===== src/brig_pkg.sv =====
package brig_pkg;

    localparam int TW_N = 624;
    localparam int TW_M = 397;
    localparam int IDX_W = 10;
    localparam logic [31:0] TW_MATRIX = 32'h9908_b0df;
    localparam logic [31:0] SEED_RESET = 32'd5489;
    localparam logic [31:0] INIT_MULT = 32'd1812433253;
    localparam int MAX_COUNT_DEF = 64;
    localparam int CNT_W = 7;
    localparam int PADDR_W = 3;
    localparam logic [PADDR_W-1:0] ADDR_SEED = 3'd0;

    typedef enum logic [3:0] {
        S_INIT,
        S_IDLE,
        S_PREP,
        S_THRESH,
        S_TWIST,
        S_DRAW,
        S_CHECK,
        S_MOD,
        S_OUT
    } t_state;

    typedef struct packed {
        logic init_start;
        logic init_step;
        logic load_req;
        logic thresh_start;
        logic twist_start;
        logic twist_step;
        logic draw_read;
        logic mod_start;
        logic div_step;
        logic emit;
    } t_cmd;

    typedef struct packed {
        logic init_done;
        logic twist_done;
        logic need_twist;
        logic div_done;
        logic reject;
        logic last_value;
        logic no_count;
    } t_status;

    function automatic logic [31:0] temper(input logic [31:0] x);
        logic [31:0] y;
        y = x ^ (x >> 11);
        y = y ^ ((y << 7) & 32'h9d2c_5680);
        y = y ^ ((y << 15) & 32'hefc6_0000);
        y = y ^ (y >> 18);
        return y;
    endfunction

endpackage


===== src/brig_ctrl.sv =====
module brig_ctrl (
    input  logic              i_clk,
    input  logic              i_rst_n,
    input  logic              i_valid,
    input  logic              i_out_stall,
    input  logic              i_seed_wr,
    input  brig_pkg::t_status i_status,
    output brig_pkg::t_cmd    o_cmd,
    output logic              o_stall,
    output logic              o_valid
);
    import brig_pkg::*;

    t_state r_state, n_state;
    logic   r_valid, n_valid;

    always_ff @(posedge i_clk) begin
        if (!i_rst_n) begin
            r_state <= S_IDLE;
            r_valid <= 1'b0;
        end else begin
            r_state <= n_state;
            r_valid <= n_valid;
        end
    end

    always_comb begin
        n_state = r_state;
        n_valid = r_valid && i_out_stall;
        o_cmd = '0;
        o_stall = 1'b1;
        case (r_state)
            S_INIT: begin
                o_cmd.init_step = 1'b1;
                if (i_status.init_done) begin
                    n_state = S_IDLE;
                end
            end
            S_IDLE: begin
                o_stall = 1'b0;
                if (i_seed_wr) begin
                    o_stall = 1'b1;
                    o_cmd.init_start = 1'b1;
                    n_state = S_INIT;
                end else if (i_valid) begin
                    o_cmd.load_req = 1'b1;
                    n_state = S_PREP;
                end
            end
            S_PREP: begin
                if (i_status.no_count) begin
                    n_state = S_IDLE;
                end else begin
                    o_cmd.thresh_start = 1'b1;
                    n_state = S_THRESH;
                end
            end
            S_THRESH: begin
                o_cmd.div_step = 1'b1;
                if (i_status.div_done) begin
                    n_state = S_DRAW;
                end
            end
            S_DRAW: begin
                if (i_status.need_twist) begin
                    o_cmd.twist_start = 1'b1;
                    n_state = S_TWIST;
                end else begin
                    o_cmd.draw_read = 1'b1;
                    n_state = S_CHECK;
                end
            end
            S_TWIST: begin
                o_cmd.twist_step = 1'b1;
                if (i_status.twist_done) begin
                    n_state = S_DRAW;
                end
            end
            S_CHECK: begin
                if (i_status.reject) begin
                    n_state = S_DRAW;
                end else begin
                    o_cmd.mod_start = 1'b1;
                    n_state = S_MOD;
                end
            end
            S_MOD: begin
                o_cmd.div_step = 1'b1;
                if (i_status.div_done) begin
                    n_state = S_OUT;
                end
            end
            S_OUT: begin
                if (!(r_valid && i_out_stall)) begin
                    o_cmd.emit = 1'b1;
                    n_valid = 1'b1;
                    n_state = i_status.last_value ? S_IDLE : S_DRAW;
                end
            end
            default: n_state = S_IDLE;
        endcase
    end

    assign o_valid = r_valid;

endmodule


===== config.mk =====
export PLATFORM = sky130hd
export DESIGN_NAME = brig_ctrl
export DESIGN_NICKNAME = d
export VERILOG_FILES = /design/src/brig_pkg.sv /design/src/brig_ctrl.sv
export SDC_FILE = /design/constraint.sdc
export NUM_CORES = 1
export LEC_CHECK = 0
export BUFFER_PORTS_ARGS = -buffer_cell sky130_fd_sc_hd__buf_2
export CORE_AREA = 4 4 41 43
export CTS_CLUSTER_SIZE = 24
export DETAILED_ROUTE_END_ITERATION = 10
export DIE_AREA = 0 0 45 47
export SKIP_CTS_REPAIR_TIMING = 1
export SLEW_MARGIN = 20
export SYNTH_ARGS = -nofsm -noshare
export SYNTH_HDL_FRONTEND = slang
export SYNTH_SLANG_ARGS = --single-unit

===== constraint.sdc =====
create_clock -name i_clk -period 5.1 [get_ports i_clk]
set_input_delay 0.255 -clock i_clk [delete_from_list [all_inputs] [get_ports i_clk]]
set_output_delay 0.255 -clock i_clk [all_outputs]
set_load 0.01 [all_outputs]

==> run_results.csv, run 1 <==
group,metric,value,unit
layout,nNetsFinal,91,
floorplanning,die_x,45,microns
timing,fin_crit_sh,38.1,%
place,dpl_cell_area,543,sq um
logic_synthesis,synth_top_cell_area_share,23.6,%
layout,seqCellArea,100,sq um
power_and_ir_drop,vdd_drop_max,0.238,mV
clocking,worstSkewPairLatency,0.24,ns
timing,setup_ws,3.16,ns
logic_synthesis,ys_async_sr_fraction,0,%
worst_setup_path,crit_arrival,1.69,ns
power_and_ir_drop,p_leak,0.000271,uW
layout,layout-drive-gt1-share,42.3,%
logic_synthesis,synth-simple-area-share,38.3,%
worst_hold_path,hp-class,"in -> reg",
timing,setup_tns,0,ns
grt,grt.overflow.total,0,
timing,setup_violations,0,
layout,nFillCells,148,
floorplanning,row_count,13,
logic_synthesis,synth_top_family_by_area,"simple AND/OR/NAND/NOR gates",
clocking,clk_pin_slew,0.04,ns
timing,max-slew-margin-rel,71.6,%
worst_setup_path,critical_path.max_fanout,13,
logic_synthesis,synthesis.area,424,sq um
logic_synthesis,synth_warnings,0,
timing,fmax,0.515,GHz
route,drc_errors,0,
route,drtAntennaViolNets,0,
logic_synthesis,syn_avg_cell_area,8.00,sq um
timing,final_max_slew_viol_count,0,
place,post-place-ws,3.32,ns
clocking,clock-sinks,5,
worst_setup_path,critPathRequiredTime,4.85,ns
floorplanning,initial_core_util,32.6,%
logic_synthesis,ys.flop_type,"dfxtp_1",
outcome,status,"finished, final reports clean",
floorplanning,io_pins,24,
power_and_ir_drop,power_density,495,nW/um^2
logic_synthesis,yosys.area.top_type,"dfxtp_1",
grt,antenna_found_initial,0,
floorplanning,coreArea,1300,sq um
place,globalplace.congestion,0.780,
place,dp_hpwl,910,microns
layout,num_antenna_cells,0,
logic_synthesis,synthMuxAreaShare,2.65,%
logic_synthesis,seq_area_frac_synth,23.6,%
clocking,root_buffer,"clkbuf_4",
worst_setup_path,path_class,"reg -> out",
route,routedWlPerCell,12.5,microns
grt,grt_pass1_wl,1990,microns
layout,areaGrowthSynthToFinish,34.2,%
layout,multiInputGateArea,287,sq um
worst_setup_path,endpoint_kind,"primary output",
logic_synthesis,syn_inst,53,
grt,grt_start_max_net_pins,14,
layout,finish.utilization,43.8,%
floorplanning,die_y,47,microns
logic_synthesis,synthTopCellsByArea,"dfxtp_1 (24%), a21oi_1 (7.1%), inv_1 (5.3%)",
floorplanning,dieArea,2120,sq um
logic_synthesis,synth_cell_type_count,28,
clocking,htree_levels,1,
logic_synthesis,synth_edf_count,0,
logic_synthesis,yosys-top-cells-count,"a21oi_1 (6), inv_1 (6), dfxtp_1 (5)",
route,drt_iter0_drc,8,
worst_setup_path,start_kind,"flip-flop",
logic_synthesis,synth_fa_ha_area_share,0,%
timing,hold_violations,0,
clocking,cts-buffers-inserted,3,
route,drt_first_pass_iters,4,
logic_synthesis,syn_nets,65,
logic_synthesis,synth_compound_area_share,26.5,%
route,post_drt_via_cell_ratio,5.18,
grt,grt_pass1_vias,473,
logic_synthesis,synth-seq-cells,5,
place,io_buffers,23,
route,num_vias,482,
timing,final.setup_skew,0.00193,ns
job,cap_violations,0,
clocking,clockBufferDepth,2,
grt,grt.total_usage,12.7,%
timing,tightest_slew,0.426,ns
timing,fin_crit,1.94,ns
layout,finalInstanceArea,569,sq um
timing,rsz0062_at_grt,"false",
logic_synthesis,synth_xor_area_share,0,%
clocking,cts_tree,"yes",
route,totalWireLength,1170,microns
## final timing paths
| kind | from | to | slack, ns | depth (start not counted) |
|---|---|---|---|---|
| worst max-delay path | r_state[2] | o_cmd[7] | 3.16 | 4 |
| worst min-delay path | i_rst_n | r_state[0] | 0.22 | 2 |
| worst max register to register | r_state[2] | r_state[3] | 3.31 | 4 |
| worst min register to register | o_valid | o_valid | 0.53 | 2 |
## report_power, final
group | internal, uW | switching, uW
logic | 78.6 | 75.5
registers | 50.7 | 30.6
clock network | 29.6 | 16.6
## kinds of logic after synthesis
group / Yosys count
flops: 5
mux: 1
buf+inv: 8
simple gates: 25
compound gates: 14
## stage by stage
stage / std cells / hold WS (ns) / total power (uW)
2_1_floorplan: 53 / 0.327 / 194
3_3_place_gp: 89 / 0.464 / 234
3_5_place_dp: 89 / 0.462 / 235
4_1_cts: 93 / 0.210 / 284
5_1_grt: 93 / 0.203 / 308
6_report: 93 / 0.217 / 282
## critical path: stages, from the launching register on
cell and delay [ns]:
dfxtp_1 0.43, or4b_4 0.55, nor2_1 0.19, and2_1 0.15, buf_2 0.12
## layer usage
| layer | up-vias | routed length, microns | GRT usage [%] | share of wire [%] |
|---|---|---|---|---|
| li1 | 245 | - | - | - |
| met1 | 218 | 558 | 16.2 | 48 |
| met2 | 19 | 526 | 20.1 | 45 |
| met3 | 0 | 81 | 4.98 | 6.9 |
| met4 | 0 | 0 | 3.51 | 0 |
| met5 | - | 0 | 0 | 0 |
## sequential cells by signal, summed over array words and instances, names as in the netlist
signal   cells
r_state      4
o_valid      1
## layout make-up
| class | instances | share of cell area, % |
|---|---|---|
| sequential | 5 | 17.6 |
| multi-input combinational | 40 | 50.3 |
| timing repair buffer | 23 | 20.2 |
| tap | 15 | 3.30 |
| inverter | 6 | 3.96 |
| clock buffer | 4 | 4.62 |
## cell usage in the layout (no fill, tap or decap), types with 2 or more instances in the layout
cell / netlist / final
a21oi_1: 6 / 6
buf_2: 0 / 23
clkbuf_4: 0 / 3
dfxtp_1: 5 / 5
inv_1: 6 / 6
nand2_1: 3 / 3
nor2_1: 4 / 4
nor3_1: 4 / 4
or2_2: 2 / 2
or4b_1: 2 / 2
Power figures use the tool's default switching activity.
==> run 2, diff against run 1 <==
--- a/config.mk
+++ b/config.mk
@@ -5,6 +5,7 @@
 export SDC_FILE = /design/constraint.sdc
 export NUM_CORES = 1
 export LEC_CHECK = 0
+export ABC_AREA = 1
 export BUFFER_PORTS_ARGS = -buffer_cell sky130_fd_sc_hd__buf_2
 export CORE_AREA = 4 4 41 43
 export CTS_CLUSTER_SIZE = 24
==> constraint.sdc (replaced) <==
create_clock -name i_clk -period 1.86 [get_ports i_clk]
set_input_delay 0.093 -clock i_clk [delete_from_list [all_inputs] [get_ports i_clk]]
set_output_delay 0.093 -clock i_clk [all_outputs]
set_load 0.01 [all_outputs]
==> run_results.csv, run 2 <==
group,metric,value,unit
outcome,status,"finished, final reports clean",
worst_setup_path,endpoint_kind,"primary output",
logic_synthesis,synth_top_cell_area_share,23.5,%
logic_synthesis,ys_async_sr_fraction,0,%
layout,largest_reg_flops,4,
timing,holdWs,0.0945,ns
clocking,clock-sinks,5,
route,routedWlPerCell,9.10,microns
logic_synthesis,synth_top_family_by_area,"simple AND/OR/NAND/NOR gates",
timing,setup_violations,0,
worst_setup_path,critPathRequiredTime,1.77,ns
grt,grt_pass1_vias,470,
layout,areaGrowthSynthToFinish,37.5,%
route,drc_errors,0,
clocking,cts_tree,"yes",
job,cap_violations,0,
layout,layout_commonest_cell,"buf_2",
logic_synthesis,synth_xor_area_share,0,%
floorplanning,initial_core_util,32.8,%
worst_setup_path,path_cells,"nor2_1 > inv_1 > nor3_1 > buf_2",
worst_setup_path,critical_path.max_fanout,7,
layout,layout-drive-gt1-share,35.0,%
worst_setup_path,path_class,"reg -> out",
timing,setup_tns,0,ns
route,num_vias,520,
floorplanning,die_x,45,microns
worst_hold_path,hp-class,"in -> reg",
logic_synthesis,syn_inst,76,
grt,grt_start_max_net_pins,8,
worst_setup_path,max_stage_delay,0.37,ns
floorplanning,io_pins,24,
layout,finalInstanceArea,587,sq um
timing,rsz0062_at_grt,"false",
clocking,htree_levels,1,
clocking,cts-buffers-inserted,3,
logic_synthesis,yosysMostFrequentCell,"nand2_1",
route,totalWireLength,1070,microns
grt,grt_pass1_wl,1810,microns
floorplanning,row_count,13,
floorplanning,coreArea,1300,sq um
worst_hold_path,hp-start,"i_rst_n",
layout,num_antenna_cells,0,
clocking,worstSkewPairLatency,0.24,ns
grt,grt.total_usage,11.6,%
place,io_buffers,23,
logic_synthesis,synth-simple-area-share,56.9,%
worst_setup_path,start_kind,"flip-flop",
layout,final_cell_mix,"buf_2 (23), nand2_1 (17), inv_1 (14), nor2_1 (14), nand3_1 (7)",
timing,final.setup_skew,0.000664,ns
logic_synthesis,syn_nets,88,
worst_setup_path,startpoint,"r_state[1]",
timing,fin_crit,1.34,ns
place,globalplace.congestion,0.782,
logic_synthesis,synthesis.area,427,sq um
place,dpl_cell_area,561,sq um
clocking,clk_pin_slew,0.04,ns
place,numPlacedInstances,114,
logic_synthesis,synth-seq-cells,5,
place,dp_hpwl,914,microns
route,post_drt_via_cell_ratio,4.41,
worst_setup_path,cpMaxStageDelayCell,"dfxtp_1",
timing,final_max_slew_viol_count,0,
logic_synthesis,synthTopCellsByArea,"dfxtp_1 (23%), nand2_1 (15%), inv_1 (12%)",
logic_synthesis,ys.flop_type,"dfxtp_1",
grt,antenna_found_initial,0,
logic_synthesis,synth_edf_count,0,
layout,regMostFlops,"r_state",
timing,fmax,0.748,GHz
route,drtAntennaViolNets,0,
logic_synthesis,yosys.area.top_type,"dfxtp_1",
worst_setup_path,crit_arrival,1.24,ns
worst_setup_path,timing.rr.start,"r_state[3]",
timing,max-slew-margin-rel,80.4,%
logic_synthesis,synth_cell_type_count,16,
power_and_ir_drop,vdd_drop_max,0.628,mV
logic_synthesis,synth_compound_area_share,6.45,%
floorplanning,dieArea,2120,sq um
grt,grt.overflow.total,0,
logic_synthesis,synthMuxAreaShare,0,%
timing,hold_violations,0,
floorplanning,die_y,47,microns
logic_synthesis,yosys-top-cells-count,"nand2_1 (17), inv_1 (14), nor2_1 (14)",
layout,nNetsFinal,116,
timing,tightest_slew,0.293,ns
layout,finalNonFillerCells,118,
logic_synthesis,syn_avg_cell_area,5.61,sq um
logic_synthesis,synth_warnings,0,
clocking,root_buffer,"clkbuf_4",
logic_synthesis,seq_area_frac_synth,23.5,%
clocking,clockBufferDepth,2,
power_and_ir_drop,power_density,1340,nW/um^2
timing,fin_crit_sh,71.9,%
layout,nFillCells,161,
power_and_ir_drop,p_leak,0.000382,uW
logic_synthesis,synth_fa_ha_area_share,0,%
route,drt_iter0_drc,3,
route,drt_first_pass_iters,4,
==> run 2: cell types whose count changed after synthesis, sizes merged, moves of 2 or more <==
cell	change
nand3	+7
or4b	-3
inv	+9
o32a	-2
or2	-2
nor3	-3
o21ai	+4
buf	-2
a21oi	-6
nand2	+15
nor2	+17
==> run 2: final timing paths <==
path                            depth (start not counted)  slack, ns         end
worst max-delay path                                    4       0.52    o_cmd[8]
worst min-delay path                                    2       0.09  r_state[0]
worst max register to register                          7       0.58  r_state[1]
worst min register to register                          2       0.50     o_valid
==> run 2: cell families (layout without fill, tap and decap cells) <==
group	Yosys count	count (layout)
compound gates	5	5
buf+inv	15	42
flops	5	5
simple gates	51	51
==> run 2: critical path, delay by kind of cell, from the launching register on <==
kind	cells	cell delay (ns)
and+or+nand+nor	2	0.39
buffers and inverters	2	0.25
DFF	1	0.37
==> run 2: power breakdown <==
group | total [uW] | switching (uW) | internal, uW
Combinational | 461 | 289 | 172
Clock | 122 | 41.2 | 80.9
Sequential | 204 | 60.8 | 144
Total | 788 | 391 | 396
==> run 2: area by class of cell <==
cell class / instances / area, sq um / share of cell area (%)
multi-input cells: 56 / 270 / 46.1
repair buffers: 23 / 115 / 19.6
flip-flops and latches: 5 / 100 / 17.1
inverters: 15 / 56.3 / 9.59
clock buffers: 4 / 26.3 / 4.48
well taps: 15 / 18.8 / 3.20
==> run 2: per-layer routing <==
layer / up-vias / share of wire [%] / track usage [%]
li1: 288 / - / -
met1: 215 / 44 / 13.4
met2: 17 / 48 / 19.5
met3: 0 / 7.9 / 1.53
met4: 0 / 0 / 8.77
met5: - / 0 / 0
==> run 2: metrics by stage <==
step | setup WS (ns) | utilization, % | power, uW
2_1_floorplan | 0.704 | - | 540
3_3_place_gp | 0.592 | 43.1 | 674
3_5_place_dp | 0.577 | 43.1 | 672
4_1_cts | 0.506 | 45.1 | 805
5_1_grt | 0.384 | 45.1 | 878
6_report | 0.524 | 45.1 | 788
